### src/sv/lpr_pkg.sv
// shared types and constants of the lru page replacement block
package lpr_pkg;

  localparam int PAGE_BITS      = 16;
  localparam int RANK_BITS      = 4;
  localparam int FRAME_OUT_BITS = 4;
  localparam int FAULT_BITS     = 32;
  localparam int ACTIVE_BITS    = 5;
  localparam int CFG_IDX_BITS   = 2;
  localparam int CFG_DATA_BITS  = 16;

  localparam int MAX_FRAMES_DEF = 16;
  localparam int ADDR_BITS_DEF  = 16;

  localparam logic [RANK_BITS-1:0]   RANK_MAX          = 4'd15;
  localparam logic [PAGE_BITS-1:0]   PAGE_BYTES_RST    = 16'd100;
  localparam logic [ACTIVE_BITS-1:0] ACTIVE_FRAMES_RST = 5'd2;

  typedef enum logic [CFG_IDX_BITS-1:0] {
    CFG_PAGE_BYTES    = 2'd0,
    CFG_ACTIVE_FRAMES = 2'd1
  } cfg_reg_e;

  typedef enum logic [2:0] {
    ST_IDLE,
    ST_DIV,
    ST_SCAN,
    ST_UPDATE,
    ST_FINISH
  } st_e;

  // one frame table entry: resident page and recency rank (0 = most recent)
  typedef struct packed {
    logic [PAGE_BITS-1:0] page;
    logic [RANK_BITS-1:0] rank;
  } entry_t;

endpackage

### src/sv/lpr_req_if.sv
// request channel carrying one address item
interface lpr_req_if #(
  parameter int ADDR_BITS = lpr_pkg::ADDR_BITS_DEF
) ();
  logic                 valid;
  logic                 ready;
  logic [ADDR_BITS-1:0] address;

  modport source (output valid, output address, input ready);
  modport sink   (input valid, input address, output ready);
endinterface

### src/sv/lpr_rsp_if.sv
// result channel carrying hit, frame, page and fault count
interface lpr_rsp_if ();
  logic                                valid;
  logic                                ready;
  logic                                hit;
  logic [lpr_pkg::FRAME_OUT_BITS-1:0]  frame_index;
  logic [lpr_pkg::PAGE_BITS-1:0]       page_number;
  logic [lpr_pkg::FAULT_BITS-1:0]      fault_total;

  modport source (output valid, output hit, output frame_index, output page_number,
                  output fault_total, input ready);
  modport sink   (input valid, input hit, input frame_index, input page_number,
                  input fault_total, output ready);
endinterface

### src/sv/lpr_divider.sv
// restoring divider, one quotient bit per cycle
module lpr_divider #(
  parameter int DVD_BITS = lpr_pkg::ADDR_BITS_DEF,
  parameter int DVS_BITS = lpr_pkg::PAGE_BITS
) (
  input  logic                clk_i,
  input  logic                rst_ni,
  input  logic                start_i,
  input  logic [DVD_BITS-1:0] dividend_i,
  input  logic [DVS_BITS-1:0] divisor_i,
  output logic                done_o,
  output logic [DVD_BITS-1:0] quotient_o
);
  localparam int CNT_BITS = $clog2(DVD_BITS + 1);

  logic                busy_q;
  logic                done_q;
  logic [CNT_BITS-1:0] cnt_q;
  logic [DVD_BITS-1:0] dvd_q;
  logic [DVS_BITS-1:0] rem_q;
  logic [DVS_BITS-1:0] divisor_q;

  logic [DVS_BITS:0]   rem_sh;
  logic [DVS_BITS:0]   rem_diff;
  logic                ge;

  // a zero divisor makes every step succeed, giving an all-ones quotient
  assign rem_sh   = {rem_q, dvd_q[DVD_BITS-1]};
  assign ge       = rem_sh >= {1'b0, divisor_q};
  assign rem_diff = rem_sh - {1'b0, divisor_q};

  always_ff @(posedge clk_i or negedge rst_ni) begin
    if (!rst_ni) begin
      busy_q <= 1'b0;
      done_q <= 1'b0;
      cnt_q  <= '0;
    end else begin
      done_q <= 1'b0;
      if (start_i) begin
        busy_q <= 1'b1;
        cnt_q  <= CNT_BITS'(DVD_BITS);
      end else if (busy_q) begin
        cnt_q <= cnt_q - CNT_BITS'(1);
        if (cnt_q == CNT_BITS'(1)) begin
          busy_q <= 1'b0;
          done_q <= 1'b1;
        end
      end
    end
  end

  always_ff @(posedge clk_i) begin
    if (start_i) begin
      dvd_q     <= dividend_i;
      rem_q     <= '0;
      divisor_q <= divisor_i;
    end else if (busy_q) begin
      dvd_q <= {dvd_q[DVD_BITS-2:0], ge};
      rem_q <= ge ? rem_diff[DVS_BITS-1:0] : rem_sh[DVS_BITS-1:0];
    end
  end

  assign done_o     = done_q;
  assign quotient_o = dvd_q;
endmodule

### src/sv/lpr_frame_ram.sv
// frame table memory, one write and one registered read port
module lpr_frame_ram #(
  parameter int DEPTH = lpr_pkg::MAX_FRAMES_DEF,
  parameter int IW    = (DEPTH > 1) ? $clog2(DEPTH) : 1
) (
  input  logic             clk_i,
  input  logic [IW-1:0]    raddr_i,
  output lpr_pkg::entry_t  rdata_o,
  input  logic             we_i,
  input  logic [IW-1:0]    waddr_i,
  input  lpr_pkg::entry_t  wdata_i
);
  lpr_pkg::entry_t mem_q [DEPTH];
  lpr_pkg::entry_t rdata_q;

  always_ff @(posedge clk_i) begin
    if (we_i) begin
      mem_q[waddr_i] <= wdata_i;
    end
  end

  always_ff @(posedge clk_i) begin
    rdata_q <= mem_q[raddr_i];
  end

  assign rdata_o = rdata_q;
endmodule

### src/sv/lru_page_replacement.sv
// top level of the lru page replacement block
//
// usage: each item on req_i carries an address; the block divides it by the
// page_bytes register, looks the page up in the first active_frames frames and
// answers with one item on rsp_o: hit flag, frame used, page number and the
// saturating fault count after this request. items are handled one at a time.
// the iterative divider runs while the controller waits on its done flag, a
// pass scans the frame memory and a second pass rewrites the recency ranks
// (one memory entry per cycle, over the frames in use); a hand-off step then
// loads the output register. a new item is taken as soon as the previous one
// has reached the output register, even while that result still waits on
// rsp_o.ready; a stalled receiver only blocks the hand-off of the next result.
// reset empties all frames (valid flip-flops) and clears the fault count and
// the registers to their defaults; page and rank memory contents need no
// clearing since an empty frame is never read for its contents.
// configuration is written through cfg_we_i/cfg_idx_i/cfg_data_i; the user
// must write it only while idle, as the block itself does not enforce this.
module lru_page_replacement #(
  parameter int MAX_FRAMES = lpr_pkg::MAX_FRAMES_DEF,
  parameter int ADDR_BITS  = lpr_pkg::ADDR_BITS_DEF
) (
  input  logic                               clk_i,
  input  logic                               rst_ni,
  input  logic                               cfg_we_i,
  input  logic [lpr_pkg::CFG_IDX_BITS-1:0]   cfg_idx_i,
  input  logic [lpr_pkg::CFG_DATA_BITS-1:0]  cfg_data_i,
  lpr_req_if.sink                            req_i,
  lpr_rsp_if.source                          rsp_o
);
  // frame index width and a count width that can hold MAX_FRAMES itself
  localparam int IW = (MAX_FRAMES > 1) ? $clog2(MAX_FRAMES) : 1;
  localparam int CW = $clog2(MAX_FRAMES + 1);
  localparam int PW = lpr_pkg::PAGE_BITS;
  localparam int RW = lpr_pkg::RANK_BITS;
  localparam int FW = lpr_pkg::FRAME_OUT_BITS;

  lpr_pkg::st_e state_q, state_d;

  // configuration registers
  logic [PW-1:0]                   page_bytes_q;
  logic [lpr_pkg::ACTIVE_BITS-1:0] active_frames_q;
  logic [CW-1:0]                   n_frames;

  // sequencing
  logic [CW-1:0] cnt_q, cnt_d;
  logic [IW-1:0] e_idx;
  logic          have_data;
  logic          last;
  logic          accept;

  // divider
  logic                 div_done;
  logic [ADDR_BITS-1:0] quotient;
  logic [PW+ADDR_BITS-1:0] quot_ext;
  logic [PW-1:0]        page_calc;
  logic [PW-1:0]        pg_q;

  // frame state
  logic [MAX_FRAMES-1:0] valid_q;
  logic                  ent_valid;
  lpr_pkg::entry_t       ram_rdata;
  lpr_pkg::entry_t       ram_wdata;
  logic                  ram_we;
  logic [IW-1:0]         ram_raddr;

  // scan results
  logic          hit_found_q;
  logic [IW-1:0] hit_idx_q;
  logic [RW-1:0] hit_rank_q;
  logic          empty_found_q;
  logic [IW-1:0] empty_idx_q;
  logic [IW-1:0] best_idx_q;
  logic [RW-1:0] best_rank_q;
  logic [IW-1:0] tgt_idx;
  logic          is_fault;

  // fault counter and output register
  logic [lpr_pkg::FAULT_BITS-1:0] fault_q;
  logic [lpr_pkg::FAULT_BITS-1:0] fault_next;
  logic [FW+IW-1:0]               tgt_ext;
  logic                           out_load;
  logic                           out_valid_q;
  logic                           out_hit_q;
  logic [FW-1:0]                  out_frame_q;
  logic [PW-1:0]                  out_page_q;
  logic [lpr_pkg::FAULT_BITS-1:0] out_fault_q;

  // out-of-range frame counts are pulled into 1..MAX_FRAMES
  always_comb begin
    if (active_frames_q == '0) begin
      n_frames = CW'(1);
    end else if (int'(active_frames_q) > MAX_FRAMES) begin
      n_frames = CW'(MAX_FRAMES);
    end else begin
      n_frames = CW'(active_frames_q);
    end
  end

  always_ff @(posedge clk_i or negedge rst_ni) begin
    if (!rst_ni) begin
      page_bytes_q    <= lpr_pkg::PAGE_BYTES_RST;
      active_frames_q <= lpr_pkg::ACTIVE_FRAMES_RST;
    end else if (cfg_we_i) begin
      if (cfg_idx_i == lpr_pkg::CFG_PAGE_BYTES) begin
        page_bytes_q <= cfg_data_i[PW-1:0];
      end else if (cfg_idx_i == lpr_pkg::CFG_ACTIVE_FRAMES) begin
        active_frames_q <= cfg_data_i[lpr_pkg::ACTIVE_BITS-1:0];
      end
    end
  end

  assign accept = req_i.valid && req_i.ready;

  lpr_divider #(
    .DVD_BITS (ADDR_BITS),
    .DVS_BITS (PW)
  ) u_divider (
    .clk_i      (clk_i),
    .rst_ni     (rst_ni),
    .start_i    (accept),
    .dividend_i (req_i.address),
    .divisor_i  (page_bytes_q),
    .done_o     (div_done),
    .quotient_o (quotient)
  );

  // quotient truncated to the page width; zero page size reads as all ones
  assign quot_ext  = {{PW{1'b0}}, quotient};
  assign page_calc = (page_bytes_q == '0) ? {PW{1'b1}} : quot_ext[PW-1:0];

  // both memory passes read entry cnt while entry cnt-1 comes back
  assign have_data = cnt_q != '0;
  assign last      = cnt_q == n_frames;
  assign e_idx     = IW'(cnt_q - CW'(1));
  assign ram_raddr = last ? '0 : cnt_q[IW-1:0];
  assign ent_valid = valid_q[e_idx];

  lpr_frame_ram #(
    .DEPTH (MAX_FRAMES),
    .IW    (IW)
  ) u_frame_ram (
    .clk_i   (clk_i),
    .raddr_i (ram_raddr),
    .rdata_o (ram_rdata),
    .we_i    (ram_we),
    .waddr_i (e_idx),
    .wdata_i (ram_wdata)
  );

  // hit frame, else first empty frame, else highest rank
  assign is_fault = !hit_found_q;
  assign tgt_idx  = hit_found_q ? hit_idx_q : (empty_found_q ? empty_idx_q : best_idx_q);

  always_ff @(posedge clk_i or negedge rst_ni) begin
    if (!rst_ni) begin
      state_q <= lpr_pkg::ST_IDLE;
      cnt_q   <= '0;
    end else begin
      state_q <= state_d;
      cnt_q   <= cnt_d;
    end
  end

  always_comb begin
    state_d     = state_q;
    cnt_d       = cnt_q;
    req_i.ready = 1'b0;
    out_load    = 1'b0;
    ram_we      = 1'b0;
    ram_wdata   = ram_rdata;
    unique case (state_q)
      lpr_pkg::ST_IDLE: begin
        req_i.ready = 1'b1;
        if (req_i.valid) begin
          state_d = lpr_pkg::ST_DIV;
        end
      end
      lpr_pkg::ST_DIV: begin
        if (div_done) begin
          state_d = lpr_pkg::ST_SCAN;
          cnt_d   = '0;
        end
      end
      lpr_pkg::ST_SCAN: begin
        if (last) begin
          state_d = lpr_pkg::ST_UPDATE;
          cnt_d   = '0;
        end else begin
          cnt_d = cnt_q + CW'(1);
        end
      end
      lpr_pkg::ST_UPDATE: begin
        if (have_data) begin
          if (e_idx == tgt_idx) begin
            // frame used becomes most recent
            ram_we    = 1'b1;
            ram_wdata = '{page: pg_q, rank: '0};
          end else if (ent_valid && (is_fault || ram_rdata.rank < hit_rank_q) &&
                       ram_rdata.rank != lpr_pkg::RANK_MAX) begin
            ram_we    = 1'b1;
            ram_wdata = '{page: ram_rdata.page, rank: ram_rdata.rank + RW'(1)};
          end
        end
        if (last) begin
          state_d = lpr_pkg::ST_FINISH;
        end else begin
          cnt_d = cnt_q + CW'(1);
        end
      end
      lpr_pkg::ST_FINISH: begin
        if (!out_valid_q || rsp_o.ready) begin
          out_load = 1'b1;
          state_d  = lpr_pkg::ST_IDLE;
        end
      end
      default: begin
        state_d = lpr_pkg::ST_IDLE;
      end
    endcase
  end

  always_ff @(posedge clk_i) begin
    if (state_q == lpr_pkg::ST_DIV && div_done) begin
      pg_q <= page_calc;
    end
  end

  // scan pass: first hit, first empty frame, lowest-index highest rank
  always_ff @(posedge clk_i or negedge rst_ni) begin
    if (!rst_ni) begin
      hit_found_q   <= 1'b0;
      empty_found_q <= 1'b0;
    end else if (state_q == lpr_pkg::ST_DIV) begin
      hit_found_q   <= 1'b0;
      empty_found_q <= 1'b0;
    end else if (state_q == lpr_pkg::ST_SCAN && have_data) begin
      if (ent_valid && ram_rdata.page == pg_q && !hit_found_q) begin
        hit_found_q <= 1'b1;
      end
      if (!ent_valid && !empty_found_q) begin
        empty_found_q <= 1'b1;
      end
    end
  end

  always_ff @(posedge clk_i) begin
    if (state_q == lpr_pkg::ST_SCAN && have_data) begin
      if (ent_valid && ram_rdata.page == pg_q && !hit_found_q) begin
        hit_idx_q  <= e_idx;
        hit_rank_q <= ram_rdata.rank;
      end
      if (!ent_valid && !empty_found_q) begin
        empty_idx_q <= e_idx;
      end
      if (cnt_q == CW'(1) || (ent_valid && ram_rdata.rank > best_rank_q)) begin
        best_idx_q  <= e_idx;
        best_rank_q <= ram_rdata.rank;
      end
    end
  end

  always_ff @(posedge clk_i or negedge rst_ni) begin
    if (!rst_ni) begin
      valid_q <= '0;
    end else if (state_q == lpr_pkg::ST_UPDATE && have_data && e_idx == tgt_idx) begin
      valid_q[e_idx] <= 1'b1;
    end
  end

  assign fault_next = (is_fault && fault_q != '1) ? fault_q + 1'b1 : fault_q;
  assign tgt_ext    = {{FW{1'b0}}, tgt_idx};

  always_ff @(posedge clk_i or negedge rst_ni) begin
    if (!rst_ni) begin
      fault_q     <= '0;
      out_valid_q <= 1'b0;
    end else if (out_load) begin
      fault_q     <= fault_next;
      out_valid_q <= 1'b1;
    end else if (rsp_o.ready) begin
      out_valid_q <= 1'b0;
    end
  end

  always_ff @(posedge clk_i) begin
    if (out_load) begin
      out_hit_q   <= hit_found_q;
      out_frame_q <= tgt_ext[FW-1:0];
      out_page_q  <= pg_q;
      out_fault_q <= fault_next;
    end
  end

  assign rsp_o.valid       = out_valid_q;
  assign rsp_o.hit         = out_hit_q;
  assign rsp_o.frame_index = out_frame_q;
  assign rsp_o.page_number = out_page_q;
  assign rsp_o.fault_total = out_fault_q;

`ifndef SYNTH
  // a filled frame never empties again
  a_valid_sticky: assert property (@(posedge clk_i) disable iff (!rst_ni)
    (valid_q & $past(valid_q)) == $past(valid_q))
    else $error("frame valid bit cleared");

  // outside the last step, the rank rewrite never writes the entry being read in the same cycle
  a_no_rw_clash: assert property (@(posedge clk_i) disable iff (!rst_ni)
    ram_we |-> (e_idx != ram_raddr || last))
    else $error("frame memory read and write collide");

  // a result only appears after the hand-off cycle
  a_out_from_finish: assert property (@(posedge clk_i) disable iff (!rst_ni)
    $rose(out_valid_q) |-> $past(state_q == lpr_pkg::ST_FINISH))
    else $error("result loaded outside hand-off");

  // the fault count never goes down
  a_fault_monotone: assert property (@(posedge clk_i) disable iff (!rst_ni)
    fault_q >= $past(fault_q))
    else $error("fault count decreased");
`endif
endmodule
### src/flat_wrapper.sv
// flat-port wrapper written by rule: the top's interface ports become plain ports
module lru_page_replacement_flat 
#(
  parameter int MAX_FRAMES = lpr_pkg::MAX_FRAMES_DEF,
  parameter int ADDR_BITS  = lpr_pkg::ADDR_BITS_DEF
)
  (clk_i, rst_ni, cfg_we_i, cfg_idx_i, cfg_data_i, req_i_valid, req_i_address, req_i_ready, rsp_o_valid, rsp_o_hit, rsp_o_frame_index, rsp_o_page_number, rsp_o_fault_total, rsp_o_ready);
  lpr_req_if #(.ADDR_BITS(ADDR_BITS)) req_i_i ();
  lpr_rsp_if rsp_o_i ();
  input  logic clk_i;
  input  logic rst_ni;
  input  logic cfg_we_i;
  input  logic [lpr_pkg::CFG_IDX_BITS-1:0] cfg_idx_i;
  input  logic [lpr_pkg::CFG_DATA_BITS-1:0] cfg_data_i;
  input wire logic [$bits(req_i_i.valid)-1:0] req_i_valid;
  input wire logic [$bits(req_i_i.address)-1:0] req_i_address;
  output wire logic [$bits(req_i_i.ready)-1:0] req_i_ready;
  output wire logic [$bits(rsp_o_i.valid)-1:0] rsp_o_valid;
  output wire logic [$bits(rsp_o_i.hit)-1:0] rsp_o_hit;
  output wire logic [$bits(rsp_o_i.frame_index)-1:0] rsp_o_frame_index;
  output wire logic [$bits(rsp_o_i.page_number)-1:0] rsp_o_page_number;
  output wire logic [$bits(rsp_o_i.fault_total)-1:0] rsp_o_fault_total;
  input wire logic [$bits(rsp_o_i.ready)-1:0] rsp_o_ready;
  assign req_i_i.valid = req_i_valid;
  assign req_i_i.address = req_i_address;
  assign req_i_ready = req_i_i.ready;
  assign rsp_o_valid = rsp_o_i.valid;
  assign rsp_o_hit = rsp_o_i.hit;
  assign rsp_o_frame_index = rsp_o_i.frame_index;
  assign rsp_o_page_number = rsp_o_i.page_number;
  assign rsp_o_fault_total = rsp_o_i.fault_total;
  assign rsp_o_i.ready = rsp_o_ready;
  lru_page_replacement #(.MAX_FRAMES(MAX_FRAMES), .ADDR_BITS(ADDR_BITS)) u_core (.clk_i(clk_i), .rst_ni(rst_ni), .cfg_we_i(cfg_we_i), .cfg_idx_i(cfg_idx_i), .cfg_data_i(cfg_data_i), .req_i(req_i_i), .rsp_o(rsp_o_i));
endmodule
### config.mk
export PLATFORM = sky130hd
export DESIGN_NAME = lru_page_replacement_flat
export DESIGN_NICKNAME = d
export VERILOG_FILES = /design/src/sv/lpr_pkg.sv /design/src/sv/lpr_req_if.sv /design/src/sv/lpr_rsp_if.sv /design/src/sv/lpr_divider.sv /design/src/sv/lpr_frame_ram.sv /design/src/sv/lru_page_replacement.sv /design/src/flat_wrapper.sv
export SDC_FILE = /design/constraint.sdc
export NUM_CORES = 1
export LEC_CHECK = 0
export BUFFER_PORTS_ARGS = -buffer_cell sky130_fd_sc_hd__buf_4
export CAP_MARGIN = 5
export CORE_MARGIN = 4
export CORE_UTILIZATION = 55
export CTS_BUF_LIST = sky130_fd_sc_hd__clkbuf_8
export DETAILED_ROUTE_END_ITERATION = 12
export PLACE_DENSITY = 0.72
export SYNTH_ARGS = -nofsm -noshare
export SYNTH_HDL_FRONTEND = slang
export SYNTH_SLANG_ARGS = --single-unit
### constraint.sdc
create_clock -name clk_i -period 4.6 [get_ports clk_i]
set_input_delay 0.92 -clock clk_i [delete_from_list [all_inputs] [get_ports clk_i]]
set_output_delay 0.92 -clock clk_i [all_outputs]
set_load 0.01 [all_outputs]
# After elaboration in Yosys (flattened, before gate mapping)
# Memory sizes are Yosys's and may differ from the RTL's. A register that Yosys moved wholly into a read port is not among the register bits.
# Index checks and enable logic that the tools add are counted.
[totals] ff_bits=224 latchBits=0 ramBits=320 rom_bits=0 in_bits=39 output_inout_bits=55 wordCells=150 n_memories=1
[mem_list] name="u_core.u_frame_ram.mem_q" words=16 word_bits=20 read_ports=1 rd_clocked_by_memory_dff=1 write_ports=1 line="lpr_frame_ram.sv:13" rtl="lpr_pkg::entry_t mem_q [DEPTH];"
[op_classes] addsub=6 n_mul=0 div=0 n_lt_le_gt_ge=6 n_eq_ne=18 n_shift=0 n_mux=52 n_bitwise=2 n_reduce_logical=40
[op_table] op="20-bit 2-to-1 mux" n=3
[op_table] op="16-bit 2-to-1 mux" n=3
[op_table] op="5-bit 2-to-1 mux" n=7
[op_table] op="32-bit by 1-bit adder with 32-bit output, second input constant" n=1
[op_table] op="32-bit 2-to-1 mux" n=1
[op_table] op="32-bit != test, second input constant" n=1
[op_table] op="1-bit 2-to-1 mux" n=25
[op_table] op="17-bit by 16-bit >= comparator with 1-bit output" n=1
[op_table] op="16-bit == test" n=1
[op_table] op="16-bit zero test" n=1
[op_table] op="4-bit 2-to-1 mux" n=4
[op_table] op="16-bit OR" n=1
[op_table] op="16-bit subtractor" n=1
[op_table] op="3-bit 2-to-1 mux" n=5
[op_table] op="3-bit one-hot mux with 5 select lines" n=1
[op_table] op="5-bit one-hot mux with 3 select lines" n=1
[op_table] op="1-bit logical AND" n=13
[op_table] op="2-bit AND reduction" n=6
[op_table] op="5-bit by 1-bit == test with 1-bit output, second input constant" n=2
[op_table] op="2-bit nonzero test" n=5
[op_table] op="3-bit by 2-bit == test with 1-bit output, second input constant" n=2
[op_table] op="2-bit by 1-bit != test with 1-bit output, second input constant" n=3
[op_table] op="2-bit != test, second input constant" n=3
[op_table] op="3-bit AND reduction" n=2
[op_table] op="26 further kinds" n=31

# Depth between registers and ports, before layout
[logic_depth] ltp_word=11 ltp_mapped=12 mapped_depth_nobuf=10

# By module
# A second synthesis with hierarchy kept.
[unflattened] cells_unflattened=1460 hier_area_um2=23797.8
[by_module_without_submodules] mod="lpr_frame_ram" instances=1 cells_each=533 area_per_inst_um2=12530.8 seq_area_each_um2=10009.6
[by_module_without_submodules] mod="lru_page_replacement" instances=1 cells_each=638 area_per_inst_um2=8129.0 seq_area_each_um2=4679.5
[by_module_without_submodules] mod="lpr_divider" instances=1 cells_each=289 area_per_inst_um2=3138.0 seq_area_each_um2=1456.4

# Least setup slack after synthesis
# OpenSTA, ideal clock, no wires.
[synth_path] path_type="register to register" startpoint="register u_core.cnt_q[1]" endpoint="memory u_core.u_frame_ram.mem_q[2][0] (netlist bit) (enable)" setup_time_ns=0.397 arrival_ns=3.406 t_required_ns=4.203 path_slack_ns=0.798 stages_incl_launch_ff=12 path_buffers=3 period_less_slack_ns=3.802 path_cell_list="dfrtp_1 > buf_6 > inv_1 > clkbuf_1 > ha_1 > clkbuf_1 > xnor2_1 > o31a_1 > nor4_4 > nand2b_2 > nand2_1 > nor2_1"
[synth_between] elab_chain_len=11 elab_cells_between_ends=13 cone_classes="1 x add/sub; 1 x eq/ne; 8 x mux; 3 x reduce/logical"
[synth_lines] item="from (decl)" line="lru_page_replacement.sv:45" rtl="logic [CW-1:0] cnt_q, cnt_d;"
[synth_lines] item="from (signal assigned)" line="lru_page_replacement.sv:160" rtl="cnt_q <= cnt_d;"
[synth_lines] item="4-bit by 1-bit subtractor with 4-bit output" line="lru_page_replacement.sv:134" rtl="assign e_idx = IW'(cnt_q - CW'(1));"
[synth_lines] item="1-bit binary-select mux with 4-bit select" line="lru_page_replacement.sv:136" rtl="assign ent_valid = valid_q[e_idx];"
[synth_lines] item="1-bit 2-to-1 mux (implied by the code)" line="lru_page_replacement.sv:136"
[synth_lines] item="1-bit logical AND (2 in a row)" line="lru_page_replacement.sv:198" rtl="end else if (ent_valid && (is_fault || ram_rdata.rank < hit_rank_q) &&"
[synth_lines] item="1-bit 2-to-1 mux" line="lru_page_replacement.sv:198"
[synth_lines] item="1-bit 2-to-1 mux" line="lru_page_replacement.sv:194" rtl="if (e_idx == tgt_idx) begin"
[synth_lines] item="1-bit 2-to-1 mux" line="lru_page_replacement.sv:193" rtl="if (have_data) begin"
[synth_lines] item="1-bit 2-to-1 mux" line="lru_page_replacement.sv:171" rtl="unique case (state_q)"
[synth_lines] item="1-bit 2-to-1 mux" line="lpr_frame_ram.sv:17" rtl="if (we_i) begin"
[synth_lines] item="1-bit 2-to-1 mux (implied by the code)" line="lpr_frame_ram.sv:18" rtl="mem_q[waddr_i] <= wdata_i;"
[synth_lines] item="to (decl)" line="lpr_frame_ram.sv:13"
# Several ways; a longest one is shown, not always the timed one. The select of a mux whose other input is x is not followed.

# Worst setup path after layout
[layout_path] startpoint="register u_core.cnt_q[0]" endpoint="memory u_core.u_frame_ram.mem_q[9][14] (netlist bit) (enable)"
[layout_between] elab_chain_len=11 elab_cells_between_ends=13 cone_classes="1 x add/sub; 1 x eq/ne; 8 x mux; 3 x reduce/logical"
[layout_lines] item="4-bit by 1-bit subtractor with 4-bit output (*)" line="lru_page_replacement.sv:134"
[layout_lines] item="net u_core.e_idx[0]" line="lru_page_replacement.sv:46" rtl="logic [IW-1:0] e_idx;"
[layout_lines] item="1-bit binary-select mux with 4-bit select" line="lru_page_replacement.sv:136"
[layout_lines] item="1-bit 2-to-1 mux (implied by the code)" line="lru_page_replacement.sv:136"
[layout_lines] item="1-bit logical AND (2 in a row)" line="lru_page_replacement.sv:198"
[layout_lines] item="1-bit 2-to-1 mux" line="lru_page_replacement.sv:198"
[layout_lines] item="1-bit 2-to-1 mux" line="lru_page_replacement.sv:194"
[layout_lines] item="1-bit 2-to-1 mux" line="lru_page_replacement.sv:193"
[layout_lines] item="1-bit 2-to-1 mux" line="lru_page_replacement.sv:171"
[layout_lines] item="1-bit 2-to-1 mux" line="lpr_frame_ram.sv:17"
[layout_lines] item="1-bit 2-to-1 mux (implied by the code)" line="lpr_frame_ram.sv:18"
# Mark *: on every way through the listed nets, which the timed path passes. The rest lies on a longest branch. The select of a mux whose other input is x is not followed.

==> flow_summary.json <==
{
  "outcome": "finished, final reports clean",
  "grt_pass1_vias": 14900,
  "worstMarginPinSlew_ps": 1180,
  "power.total_mw": 16.0,
  "drive_gt1_frac": 0.210,
  "crit_fanout": 11,
  "slowest_stage": "a221oi_1",
  "peakVddDrop_uv": 491,
  "start_util": 0.557,
  "yosysSeqAreaShare": 0.672,
  "antenna_found_initial": 0,
  "leakage_nw": 10.0,
  "clockBufferDepth": 3,
  "grt_util_all_layers": 0.231,
  "row_count": 76,
  "drc": 0,
  "crit_path_end_kind": "flip-flop",
  "routedWlPerCell_um": 21.7,
  "fin_cells": 2517,
  "pin_count": 94,
  "synthTopCellsByCount": "441 x edfxtp_1, 166 x nand2_1, 107 x a21oi_1",
  "timing.final.crit_share": 0.863,
  "clkSinkCount": 564,
  "ys_warn_count": 0,
  "viasPerCell": 5.82,
  "place_area_mm2": 0.0254,
  "fmax_mhz": 252,
  "synthTopCellsByArea": "edfxtp_1 55%, dfrtp_1 8.6%, mux2_2 3.4%, dfxtp_1 3.0%, xnor2_1 2.8%",
  "crit_chain": "inv_1 > ha_1 > or4b_2 > nand3_1 > a221oi_1 > nand3_2 > nand2b_2 > nand2_1 > nor2_2 > buf_4",
  "drt_iter0_drc": 1135,
  "finalHoldViolCount": 0,
  "maxCapViolCount": 0,
  "criticalPathCategory": "reg2reg",
  "finalSetupViolCount": 0,
  "insertion_delay_ps": 660,
  "die-height_um": 217,
  "synth_async_sr_flop_share": 0.154,
  "drt_pass1_iterations": 5,
  "die_x_um": 217,
  "startpoint_type": "flip-flop",
  "syn-mean-instance-area_um2": 14.0,
  "fin_area_mm2": 0.0271,
  "syn_inst": 1721,
  "grt_first_pass_wirelength_um": 84500,
  "final_util": 0.630,
  "yosysTopAreaCellShare": 0.552,
  "synth_nets": 1794,
  "cts_tree": "yes",
  "htree_levels": 3,
  "required_ps": 4940,
  "synth.most_common_cell": "edfxtp_1",
  "grt_max_degree": 80,
  "wl_um": 54700,
  "p_per_area_mw_per_mm2": 590,
  "diodes": 0,
  "arrival_ps": 4310,
  "overflow": 0,
  "clkTransAtPathRegs_ps": 70,
  "dp.cells": 2354,
  "num-fill-cells": 3147,
  "synth_edf_count": 441,
  "area_growth_pct": 12.9,
  "ys_ff_latch": 564,
  "synth_flop_cell": "edfxtp_1",
  "slew_headroom": 0.209,
  "cts_made_buffers": 89,
  "crit_path_max_incr_delay_ps": 670,
  "tns_ps": 0,
  "clockRootBuffer": "clkbuf_8",
  "cts_hold_buf": 0,
  "final_nets": 1933,
  "rsz0062_at_grt": "no",
  "fin_skew_ps": 32.3,
  "post_cts_buffers": 0,
  "antenna_left": 0,
  "core_mm2": 0.0431,
  "numPortBuffers": 93,
  "hpwlAfterDp_um": 34300,
  "ctsResizeCount": 0,
  "min_period_ps": 3970,
  "synth.distinct_cells": 87,
  "synth.largest_area_cell": "edfxtp_1",
  "slew_violations": 0,
  "die_area_mm2": 0.0471,
  "gp_congestion": 0.852,
  "syn_area_mm2": 0.0240,
  "hold_class": "in2async",
  "dr_total_vias": 14600
}
[critical path, delay by kind of cell, from the launching register on]
family / cells / cell delay [ps]
adders and majority gates: 1 / 270
buffers and inverters: 2 / 560
DFF: 1 / 480
AOI/OAI and AO/OA: 1 / 670
and+or+nand+nor: 6 / 1650
[per-stage QoR]
stage / setup slack (ps) / hold slack (ps)
floorplan: 798 / 423
global placement: 913 / 467
detailed placement: 711 / 461
CTS: 611 / 281
global route: 448 / 324
finish: 630 / 308
[cells by family (layout without fill, tap and decap cells)]
group                      Yosys count  in the layout  share of synthesized area
DFF                                564            564                      0.672
and+or+nand+nor                    408            408                     0.0850
AOI/OAI and AO/OA                  348            348                     0.0983
muxes                              138            138                     0.0645
buffers and inverters              125            336                     0.0231
xor gates and xnor gates           104            104                     0.0387
adders and majority gates           34             34                     0.0180
[routing by layer]
metal,part of all wire,vias up,track usage
li1,-,6727,-
met1,0.44,7299,0.327
met2,0.48,526,0.375
met3,0.062,88,0.0348
met4,0.022,0,0.0740
met5,0,-,0
[power breakdown]
part,internal (mW),total [mW],switching [mW]
Sequential,6.50,6.90,0.399
Combinational,1.90,5.10,3.20
Clock,2.09,4.00,1.91
Total,10.5,16.0,5.52
[final timing paths]
| check | slack [ps] | endpoint | from | depth (start not counted) |
|---|---|---|---|---|
| worst max-delay path | 630 | u_core.u_frame_ram.mem_q[9][14] | u_core.cnt_q[0] | 10 |
| worst min-delay path | 310 | u_core.page_bytes_q[14] | rst_ni | 1 |
| worst max register to register | 630 | u_core.u_frame_ram.mem_q[9][14] | u_core.cnt_q[0] | 10 |
| worst min register to register | 480 | u_core.valid_q[3] | u_core.valid_q[3] | 1 |
| max in group asynchronous | 3300 | u_core.fault_q[23] | rst_ni | 2 |
| min in group clk_i | 480 | u_core.valid_q[3] | u_core.valid_q[3] | 1 |
[cell type report]
| cell class | instances | area (um^2) | share of cell area |
|---|---|---|---|
| sequential | 564 | 16200 | 0.596 |
| multi-input combinational | 1032 | 7390 | 0.273 |
| clock buffer | 99 | 1360 | 0.0502 |
| timing repair buffer | 132 | 1000 | 0.0370 |
| tap | 585 | 732 | 0.0270 |
| clock inverter | 64 | 322 | 0.0119 |
| inverter | 41 | 154 | 0.00568 |
[state kept, by name (all words and copies together), names as in the netlist, 16 cells and up]
signal                       flops
u_core.fault_q                  32
u_core.page_bytes_q             16
u_core.u_divider.quotient_o     16
u_core.rsp_o.fault_total        32
u_core.rsp_o.page_number        16
u_core.pg_q                     16
u_core.u_frame_ram.mem_q       320
u_core.u_divider.rem_q          16
u_core.u_frame_ram.rdata_o      20
u_core.valid_q                  16
u_core.u_divider.divisor_q      16
[cell usage in the layout (no fill, tap or decap), types with 73 or more instances in the layout]
cell type / Yosys / final
dfrtp_1: 83 / 80
mux2_2: 73 / 73
xnor2_1: 78 / 78
inv_1: 40 / 76
nand2_1: 166 / 166
buf_4: 7 / 131
a21oi_1: 107 / 107
edfxtp_1: 441 / 441
clkbuf_8: 0 / 99
Power figures use the tool's default switching activity.
